### src/sv/tpq_pkg.sv
// ----------------------------------------------------------------------------
// tpq_pkg
// Types, constants and the brightness table shared by the touch press
// qualifier.
// ----------------------------------------------------------------------------
package tpq_pkg;

   localparam int ReadingW  = 22;
   localparam int TimeW     = 32;
   localparam int HoldW     = 16;
   localparam int ThrW      = 23;
   localparam int LevelOutW = 3;
   localparam int BrightW   = 8;

   localparam int CsrAddrW  = 4;
   localparam int CsrDataW  = 32;

   localparam int Levels    = 6;
   localparam int LevelW    = $clog2(Levels);
   localparam int TableSize = 6;

   // floor(x/5) = (x * ceil(2^25/5)) >> 25, exact for every 22-bit x
   localparam int Div5Shift = 25;
   localparam int Div5MulW  = 23;
   localparam logic [Div5MulW-1:0] Div5Mul = Div5MulW'(((1 << Div5Shift) + 4) / 5);
   localparam int ProdW     = ReadingW + Div5MulW;
   localparam int FifthW    = 20;
   localparam int TenthW    = FifthW - 1;

   localparam logic [FifthW-1:0] MinPressMargin   = FifthW'(100);
   localparam logic [TenthW-1:0] MinReleaseMargin = TenthW'(50);

   localparam logic [HoldW-1:0] PressHoldReset   = HoldW'(45);
   localparam logic [HoldW-1:0] ReleaseHoldReset = HoldW'(100);

   localparam logic [BrightW-1:0] BrightTable [TableSize] = '{
      8'd0, 8'd24, 8'd64, 8'd128, 8'd192, 8'd255
   };
   localparam logic [BrightW-1:0] BrightMax = 8'd255;

   typedef enum logic [1:0] {
      CsrInitBaseline = 2'd0,
      CsrPressHold    = 2'd1,
      CsrReleaseHold  = 2'd2
   } csr_idx_type;

   typedef struct packed {
      logic [ReadingW-1:0] reading;
      logic [TimeW-1:0]    now_ms;
   } req_type;

   typedef struct packed {
      logic                 touched;
      logic                 pressed_event;
      logic [LevelOutW-1:0] level;
      logic [BrightW-1:0]   brightness;
      logic [ReadingW-1:0]  tracked_baseline;
      logic [ThrW-1:0]      press_level;
   } rsp_type;

   function automatic logic [BrightW-1:0] brightness_of(input logic [LevelW-1:0] lvl);
      logic [BrightW-1:0] val;
      if (int'(lvl) < TableSize) begin
         val = BrightTable[3'(lvl)];
      end else begin
         val = BrightMax;
      end
      return val;
   endfunction

   function automatic logic [LevelW-1:0] level_step(input logic [LevelW-1:0] lvl);
      logic [LevelW-1:0] nxt;
      if (lvl == LevelW'(Levels - 1)) begin
         nxt = '0;
      end else begin
         nxt = lvl + LevelW'(1);
      end
      return nxt;
   endfunction

endpackage

### src/sv/touch_press_qualifier_top.sv
// ----------------------------------------------------------------------------
// touch_press_qualifier_top
// Debounced press detection on a capacitive touch plate with baseline
// tracking and a wrapping brightness level.
//
// Usage:
//   req channel: one beat per sample, carrying the averaged reading and a
//   millisecond timestamp. rsp channel: exactly one beat per req beat, in
//   order, with the qualified touch state, press event, level, brightness,
//   tracked baseline and the press threshold of that sample.
//   rsp valid rises once the beat has passed the input register and the
//   result register. Throughput is one beat per cycle while rsp_stall is
//   low: a beat sits in the input register while the threshold, debounce
//   and drift logic evaluate it, and moves into the result register
//   together with the state update. The critical path is the 22x23
//   reciprocal multiply for baseline/5 feeding the threshold compare.
//   When rsp_stall is high the result register holds, the input register
//   still takes one more beat, and req_stall rises only when both are full.
//   Reset clears both stages, the touch state and level, and sets the hold
//   times to 45 ms (press) and 100 ms (release). The baseline is loaded from
//   the initial baseline register on the first sample after reset.
//   Registers at byte addresses 0, 4, 8: initial baseline, press hold,
//   release hold. Write them only while no beat is in flight.
// ----------------------------------------------------------------------------
module touch_press_qualifier_top (
   input  logic                      clock,
   input  logic                      reset,
   input  logic                      req_valid,
   output logic                      req_stall,
   input  tpq_pkg::req_type          req_payload,
   output logic                      rsp_valid,
   input  logic                      rsp_stall,
   output tpq_pkg::rsp_type          rsp_payload,
   input  logic                      psel,
   input  logic                      penable,
   input  logic                      pwrite,
   input  logic [tpq_pkg::CsrAddrW-1:0] paddr,
   input  logic [tpq_pkg::CsrDataW-1:0] pwdata,
   output logic [tpq_pkg::CsrDataW-1:0] prdata,
   output logic                      pready
);
   import tpq_pkg::*;

   logic [ReadingW-1:0] init_baseline_ff;
   logic [HoldW-1:0]    press_hold_ff;
   logic [HoldW-1:0]    release_hold_ff;
   csr_idx_type         csr_idx;
   logic                csr_wr;

   logic                in_vld_ff;
   req_type             in_ff;
   logic                rsp_vld_ff;
   rsp_type             rsp_ff;
   rsp_type             rsp_in;

   logic                started_ff;
   logic [ReadingW-1:0] baseline_ff;
   logic [ReadingW-1:0] baseline_in;
   logic                latched_ff;
   logic                latched_in;
   logic                pending_ff;
   logic                pending_in;
   logic [TimeW-1:0]    since_ff;
   logic [TimeW-1:0]    since_in;
   logic [LevelW-1:0]   level_ff;
   logic [LevelW-1:0]   level_in;

   logic                advance;
   logic                take;
   logic                fire;

   logic [ReadingW-1:0] base;
   logic [ProdW-1:0]    prod;
   logic [FifthW-1:0]   fifth;
   logic [TenthW-1:0]   tenth;
   logic [FifthW-1:0]   press_margin;
   logic [TenthW-1:0]   release_margin;
   logic [ThrW-1:0]     press_thr;
   logic [ThrW-1:0]     release_thr;
   logic                candidate;
   logic [TimeW-1:0]    since_eff;
   logic [TimeW-1:0]    elapsed;
   logic [TimeW-1:0]    hold;
   logic                hold_met;
   logic                press_evt;
   logic [ReadingW+8:0] drift;

   // configuration port
   assign pready  = 1'b1;
   assign csr_idx = csr_idx_type'(paddr[3:2]);
   assign csr_wr  = psel & penable & pwrite & pready;

   always_comb begin
      unique case (csr_idx)
         CsrInitBaseline: prdata = CsrDataW'(init_baseline_ff);
         CsrPressHold:    prdata = CsrDataW'(press_hold_ff);
         CsrReleaseHold:  prdata = CsrDataW'(release_hold_ff);
         default:         prdata = '0;
      endcase
   end

   always_ff @(posedge clock) begin
      if (reset) begin
         init_baseline_ff <= '0;
         press_hold_ff    <= PressHoldReset;
         release_hold_ff  <= ReleaseHoldReset;
      end else if (csr_wr) begin
         unique case (csr_idx)
            CsrInitBaseline: init_baseline_ff <= pwdata[ReadingW-1:0];
            CsrPressHold:    press_hold_ff    <= pwdata[HoldW-1:0];
            CsrReleaseHold:  release_hold_ff  <= pwdata[HoldW-1:0];
            default: ;
         endcase
      end
   end

   // handshake
   assign advance   = ~rsp_vld_ff | ~rsp_stall;
   assign req_stall = in_vld_ff & ~advance;
   assign take      = req_valid & ~req_stall;
   assign fire      = in_vld_ff & advance;
   assign rsp_valid   = rsp_vld_ff;
   assign rsp_payload = rsp_ff;

   // thresholds
   assign base  = started_ff ? baseline_ff : init_baseline_ff;
   assign prod  = ProdW'(base) * ProdW'(Div5Mul);
   assign fifth = prod[Div5Shift +: FifthW];
   assign tenth = fifth[FifthW-1:1];

   assign press_margin   = (fifth > MinPressMargin)   ? fifth : MinPressMargin;
   assign release_margin = (tenth > MinReleaseMargin) ? tenth : MinReleaseMargin;
   assign press_thr      = ThrW'(base) + ThrW'(press_margin);
   assign release_thr    = ThrW'(base) + ThrW'(release_margin);

   assign candidate = latched_ff ? (ThrW'(in_ff.reading) > release_thr)
                                 : (ThrW'(in_ff.reading) > press_thr);

   // debounce
   assign since_eff = pending_ff ? since_ff : in_ff.now_ms;
   assign elapsed   = in_ff.now_ms - since_eff;
   assign hold      = candidate ? TimeW'(press_hold_ff) : TimeW'(release_hold_ff);
   assign hold_met  = elapsed >= hold;

   always_comb begin
      latched_in = latched_ff;
      pending_in = 1'b0;
      since_in   = '0;
      press_evt  = 1'b0;
      level_in   = level_ff;
      if (candidate != latched_ff) begin
         if (hold_met) begin
            latched_in = candidate;
            if (candidate) begin
               press_evt = 1'b1;
               level_in  = level_step(level_ff);
            end
         end else begin
            pending_in = 1'b1;
            since_in   = since_eff;
         end
      end
   end

   // drift: (base*255 + reading) / 256
   assign drift = ({1'b0, base, 8'b0} - (ReadingW+9)'(base)) + (ReadingW+9)'(in_ff.reading);
   assign baseline_in = latched_in ? base : drift[8 +: ReadingW];

   always_comb begin
      rsp_in.touched          = latched_in;
      rsp_in.pressed_event    = press_evt;
      rsp_in.level            = LevelOutW'(level_in);
      rsp_in.brightness       = brightness_of(level_in);
      rsp_in.tracked_baseline = baseline_in;
      rsp_in.press_level      = press_thr;
   end

   // control and state
   always_ff @(posedge clock) begin
      if (reset) begin
         in_vld_ff  <= 1'b0;
         rsp_vld_ff <= 1'b0;
         started_ff <= 1'b0;
         baseline_ff <= '0;
         latched_ff <= 1'b0;
         pending_ff <= 1'b0;
         since_ff   <= '0;
         level_ff   <= '0;
      end else begin
         if (take) begin
            in_vld_ff <= 1'b1;
         end else if (advance) begin
            in_vld_ff <= 1'b0;
         end
         if (advance) begin
            rsp_vld_ff <= in_vld_ff;
         end
         if (fire) begin
            started_ff  <= 1'b1;
            baseline_ff <= baseline_in;
            latched_ff  <= latched_in;
            pending_ff  <= pending_in;
            since_ff    <= since_in;
            level_ff    <= level_in;
         end
      end
   end

   // payload
   always_ff @(posedge clock) begin
      if (take) begin
         in_ff <= req_payload;
      end
      if (fire) begin
         rsp_ff <= rsp_in;
      end
   end

   a_started_after_fire: assert property (@(posedge clock) disable iff (reset)
      fire |=> started_ff)
      else $error("state not marked started after a processed beat");

   a_pending_needs_start: assert property (@(posedge clock) disable iff (reset)
      pending_ff |-> started_ff)
      else $error("pending debounce before any sample");

   a_since_cleared: assert property (@(posedge clock) disable iff (reset)
      !pending_ff |-> (since_ff == '0))
      else $error("pending timestamp left over without pending flag");

   a_press_is_touched: assert property (@(posedge clock) disable iff (reset)
      rsp_vld_ff && rsp_ff.pressed_event |-> rsp_ff.touched)
      else $error("press event without touched state");

   a_level_moves_on_press: assert property (@(posedge clock) disable iff (reset)
      fire && !press_evt |=> $stable(level_ff))
      else $error("level changed without a press");

   a_stall_only_when_full: assert property (@(posedge clock) disable iff (reset)
      req_stall |-> in_vld_ff && rsp_vld_ff)
      else $error("input stalled with a free stage");

endmodule

### config.mk
export PLATFORM = sky130hd
export DESIGN_NAME = touch_press_qualifier_top
export DESIGN_NICKNAME = d
export VERILOG_FILES = /design/src/sv/tpq_pkg.sv /design/src/sv/touch_press_qualifier_top.sv
export SDC_FILE = /design/constraint.sdc
export NUM_CORES = 1
export LEC_CHECK = 0
export ABC_CLOCK_PERIOD_IN_PS = 14650
export BUFFER_PORTS_ARGS = -buffer_cell sky130_fd_sc_hd__clkbuf_2
export CAP_MARGIN = 20
export CORE_MARGIN = 10
export CORE_UTILIZATION = 45
export DETAILED_ROUTE_END_ITERATION = 12
export GPL_ROUTABILITY_DRIVEN = 1
export PLACE_DENSITY = 0.65
export SETUP_SLACK_MARGIN = 0.3
export SLEW_MARGIN = 5
export SYNTH_ARGS = -nofsm -noshare
export SYNTH_HDL_FRONTEND = slang
export SYNTH_SLANG_ARGS = --single-unit
### constraint.sdc
create_clock -name clock -period 14.65 [get_ports clock]
set_clock_uncertainty 0.05 [all_clocks]
set_input_delay 0.7325 -clock clock [delete_from_list [all_inputs] [get_ports clock]]
set_output_delay 0.7325 -clock clock [all_outputs]
set_load 0.01 [all_outputs]
==> results.json <==
{
  "path_clk_slew_ns": 0.07,
  "drcViolationCount": 0,
  "cts_inserted_buffers": 25,
  "clk_root_buffer_cell": "sky130_fd_sc_hd__clkbuf_16",
  "wirelength_met1_mm": 32.7,
  "dpl_wire_length_mm": 62.3,
  "mean_syn_cell_area_um2": 9.28,
  "synthesized_area_fraction_occupied_by_ao_oa_aoi_and_oai_cells_pct": 16.0,
  "count_of_antenna_violating_nets_left_after_detailed_routing": 0,
  "wl_mm": 77.5,
  "gp_congestion": 0.958,
  "crit_path_end_kind": "flop",
  "worst-setup-path-type": "flop to flop",
  "number_of_drc_markers_in_iteration_0": 1374,
  "dominantRegCellSynth": "sky130_fd_sc_hd__dfxtp_1",
  "mappedNetlistArea_mm2": 0.0233,
  "timing.critical_path.mode_cell": "sky130_fd_sc_hd__inv_2",
  "post-place-ws_ns": -1.07,
  "critPathMaxStageDelay_ns": 0.60,
  "p_per_area_mw_per_mm2": 87.5,
  "grt_usage_pct": 24.5,
  "top_level_ports": 190,
  "adder_and_majority_gate_portion_of_the_synthesized_area_pct": 31.9,
  "critical_path.max_fanout": 7,
  "arrival_time_reported_for_the_critical_path_endpoint_ns": 15.20,
  "setup.worst_path.start_class": "flop",
  "failed_checks": "setup timing",
  "slew_headroom_pct": 25.6,
  "synth.area.mux_share_pct": 4.72,
  "first_global_vias": 20900,
  "status": "finished with violations",
  "ys.warnings.count": 0,
  "detailroute.via_count": 20700,
  "netlist.top_cell.by_area": "sky130_fd_sc_hd__ha_1",
  "postSynth.asyncResetShare_pct": 0,
  "io_buffer_count": 166,
  "finish.net_count": 3682,
  "ys_seq_area_share_pct": 23.9,
  "drv_cap": 0,
  "number_of_h_tree_levels": 1,
  "slew_viol_final": 0,
  "static_leakage_power_nw": 15.1,
  "drt_pre_antenna_iters": 6,
  "worst_hold_class": "input port to flop",
  "syn2layout_area_growth_pct": 30.4,
  "final-setup-viol-count": 49,
  "grt_first_pass_wirelength_mm": 118,
  "detailroute.wirelength.met2_mm": 38.1,
  "routed_wire_length_per_instance_um": 20.5,
  "cp_slowest_cell": "sky130_fd_sc_hd__fa_2",
  "power.ir.vdd_worst_mv": 0.0946,
  "met3_wl_mm": 3.89,
  "synth_edf_count": 108,
  "xor_and_xnor_fraction_of_the_mapped_netlist_area_pct": 3.90,
  "synth_top_family_by_area": "adder cells",
  "grt_setup_unrepaired": "true",
  "fmax_mhz": 67.5,
  "clock_tree_from_tritoncts": "yes",
  "synthesis.instances": 2515,
  "antenna_found_initial": 0,
  "layout.core_utilization_pct": 59.3,
  "final_critical_path_setup_slack_ns": -0.170,
  "placeableCoreArea_mm2": 0.0513,
  "required_ns": 15.03,
  "clkLatencyLatePin_ns": 0.56,
  "synth.top_cells.by_area": "sky130_fd_sc_hd__ha_1 18%, sky130_fd_sc_hd__edfxtp_1 14%, sky130_fd_sc_hd__fa_1 14%",
  "synth_largest_type_area_fraction_pct": 18.3,
  "synth-simple-area-share_pct": 12.0,
  "yosysUniqueCellTypes": 92,
  "power.total_w": 0.00266,
  "die-width_um": 248,
  "floorplan.die_area_mm2": 0.0613,
  "row_count": 83,
  "clock_sinks": 224,
  "timing_worst_slew_pin_value_ns": 1.11,
  "post_drt_via_cell_ratio": 5.46,
  "post_layout_nonfiller_instances": 3785,
  "globalRoute.totalOverflow": 0,
  "fin_crit_sh_pct": 101,
  "cts.path.max_buffers": 3,
  "grt_max_degree": 74,
  "route.top_layer_used": "met4",
  "starting_density_of_the_core_pct": 45.5,
  "synth.ff_latch_count": 224,
  "timing_hold_violations_final": 0,
  "post_route_cells_drive_above_1_share_pct": 30.0,
  "setup_total_negative_slack_ns": -4.66,
  "ctsHoldBuffers": 0,
  "post-place-cells": 3663,
  "die_height_um": 248,
  "period_minus_slack_ns": 14.82
}
power breakdown:
group          switching, W  internal (W)
clock              0.000277      0.000362
combinational      0.000695      0.000602
sequential        0.0000257      0.000700
layer usage:
| metal | up-vias | GRT usage, % |
|---|---|---|
| met3 | 125 | 3.10 |
| met4 | 0 | 7.17 |
| met2 | 601 | 43.0 |
| met1 | 10100 | 31.0 |
| li1 | 9862 | - |
| met5 | - | 0 |
metrics by stage:
stage | instance area (um2) | hold WS [ns]
after floorplan | 23500 | 0.382
after global placement | 27600 | 0.391
after detailed placement | 27600 | 0.403
after CTS | 29800 | 0.274
after global routing | 30400 | 0.273
final | 30400 | 0.293
critical path: cells and delay by family (launching register included):
family / cells / cell delay (ns)
DFF: 1 / 0.40
and+or+nand+nor: 18 / 3.49
buffers and inverters: 15 / 1.71
xor gates and xnor gates: 2 / 0.27
adders and majority gates: 11 / 4.74
muxes: 4 / 1.10
AOI/OAI and AO/OA: 17 / 2.90
state kept, by name (all words and copies together) (netlist names), 3 cells and up:
name	cells
in_ff	54
rsp_payload	54
since_ff	32
baseline_ff	22
init_baseline_ff	22
press_hold_ff	16
release_hold_ff	16
level_ff	3
cell type report:
| class | instances | area, um2 |
|---|---|---|
| inverter | 356 | 1350 |
| fill | 4412 | 20900 |
| clock buffer | 32 | 703 |
| timing repair buffer | 618 | 4470 |
| sequential | 224 | 5570 |
| clock inverter | 14 | 126 |
| antenna | 1 | 2.50 |
| multi-input combinational | 1860 | 17400 |
| tap | 680 | 851 |
logic make-up (layout without fill, tap and decap cells):
kind of cell | after synthesis | count (layout)
adders and majority gates | 500 | 500
xor gates and xnor gates | 104 | 104
muxes | 108 | 109
other | 2 | 12
buffers and inverters | 441 | 1020
and+or+nand+nor | 584 | 584
DFF | 224 | 224
AOI/OAI and AO/OA | 552 | 552
cells in the mapped netlist, drive strengths merged, types with 9 or more instances:
cell / number
o21a: 26
a21o: 58
o211a: 16
nor3: 29
nand2: 208
xnor2: 53
nand4: 20
o211ai: 26
clkbuf: 55
o21bai: 21
dfxtp: 116
or2: 14
edfxtp: 108
nor2b: 21
o21ai: 84
xor2: 51
nand2b: 29
a21oi: 181
ha: 341
and2: 20
mux2: 13
buf: 30
nor3b: 9
a31oi: 14
a2bb2oi: 29
and3: 18
inv: 355
mux2i: 95
nand3: 46
a211oi: 18
or3: 10
fa: 159
nor2: 127
cells in the final DEF, fill, tap and decap left out, types with 25 or more instances in the layout:
master	netlist	routed
sky130_fd_sc_hd__clkbuf_2	1	166
sky130_fd_sc_hd__clkbuf_16	0	26
sky130_fd_sc_hd__o211ai_1	26	26
sky130_fd_sc_hd__xnor2_1	53	52
sky130_fd_sc_hd__nor2_1	126	118
sky130_fd_sc_hd__edfxtp_1	108	108
sky130_fd_sc_hd__ha_1	341	304
sky130_fd_sc_hd__a2bb2oi_1	29	29
sky130_fd_sc_hd__nand2b_1	29	28
sky130_fd_sc_hd__nand2_1	208	198
sky130_fd_sc_hd__mux2i_1	95	67
sky130_fd_sc_hd__inv_2	2	33
sky130_fd_sc_hd__a21oi_2	3	25
sky130_fd_sc_hd__nand3_1	46	42
sky130_fd_sc_hd__dfxtp_1	116	114
sky130_fd_sc_hd__a21o_1	58	58
sky130_fd_sc_hd__o21ai_0	79	61
sky130_fd_sc_hd__buf_4	15	417
sky130_fd_sc_hd__fa_1	159	148
sky130_fd_sc_hd__a21oi_1	177	154
sky130_fd_sc_hd__o21a_1	26	26
sky130_fd_sc_hd__inv_1	353	321
sky130_fd_sc_hd__xor2_1	51	47
sky130_fd_sc_hd__ha_4	0	31
timing repair:
action | in CTS | in global routing
resized for setup | 200 | 99
hold endpoints to repair | 0 | 0
setup buffers | 52 | 19
cloned | 3 | 0
pin swaps | 122 | 91
endpoints found under the setup margin | 90 | 90
path summary, 6_finish.rpt:
kind	start	to	slack, ns	depth (start not counted)
hold / removal	req_payload[1]	in_ff[1]	0.29	1
setup reg to reg	started_ff	baseline_ff[3]	-0.17	67
hold reg to reg	since_ff[17]	since_ff[17]	0.42	2
setup / recovery	started_ff	baseline_ff[3]	-0.17	67
Note: power is estimated with default switching activity, not from simulation.
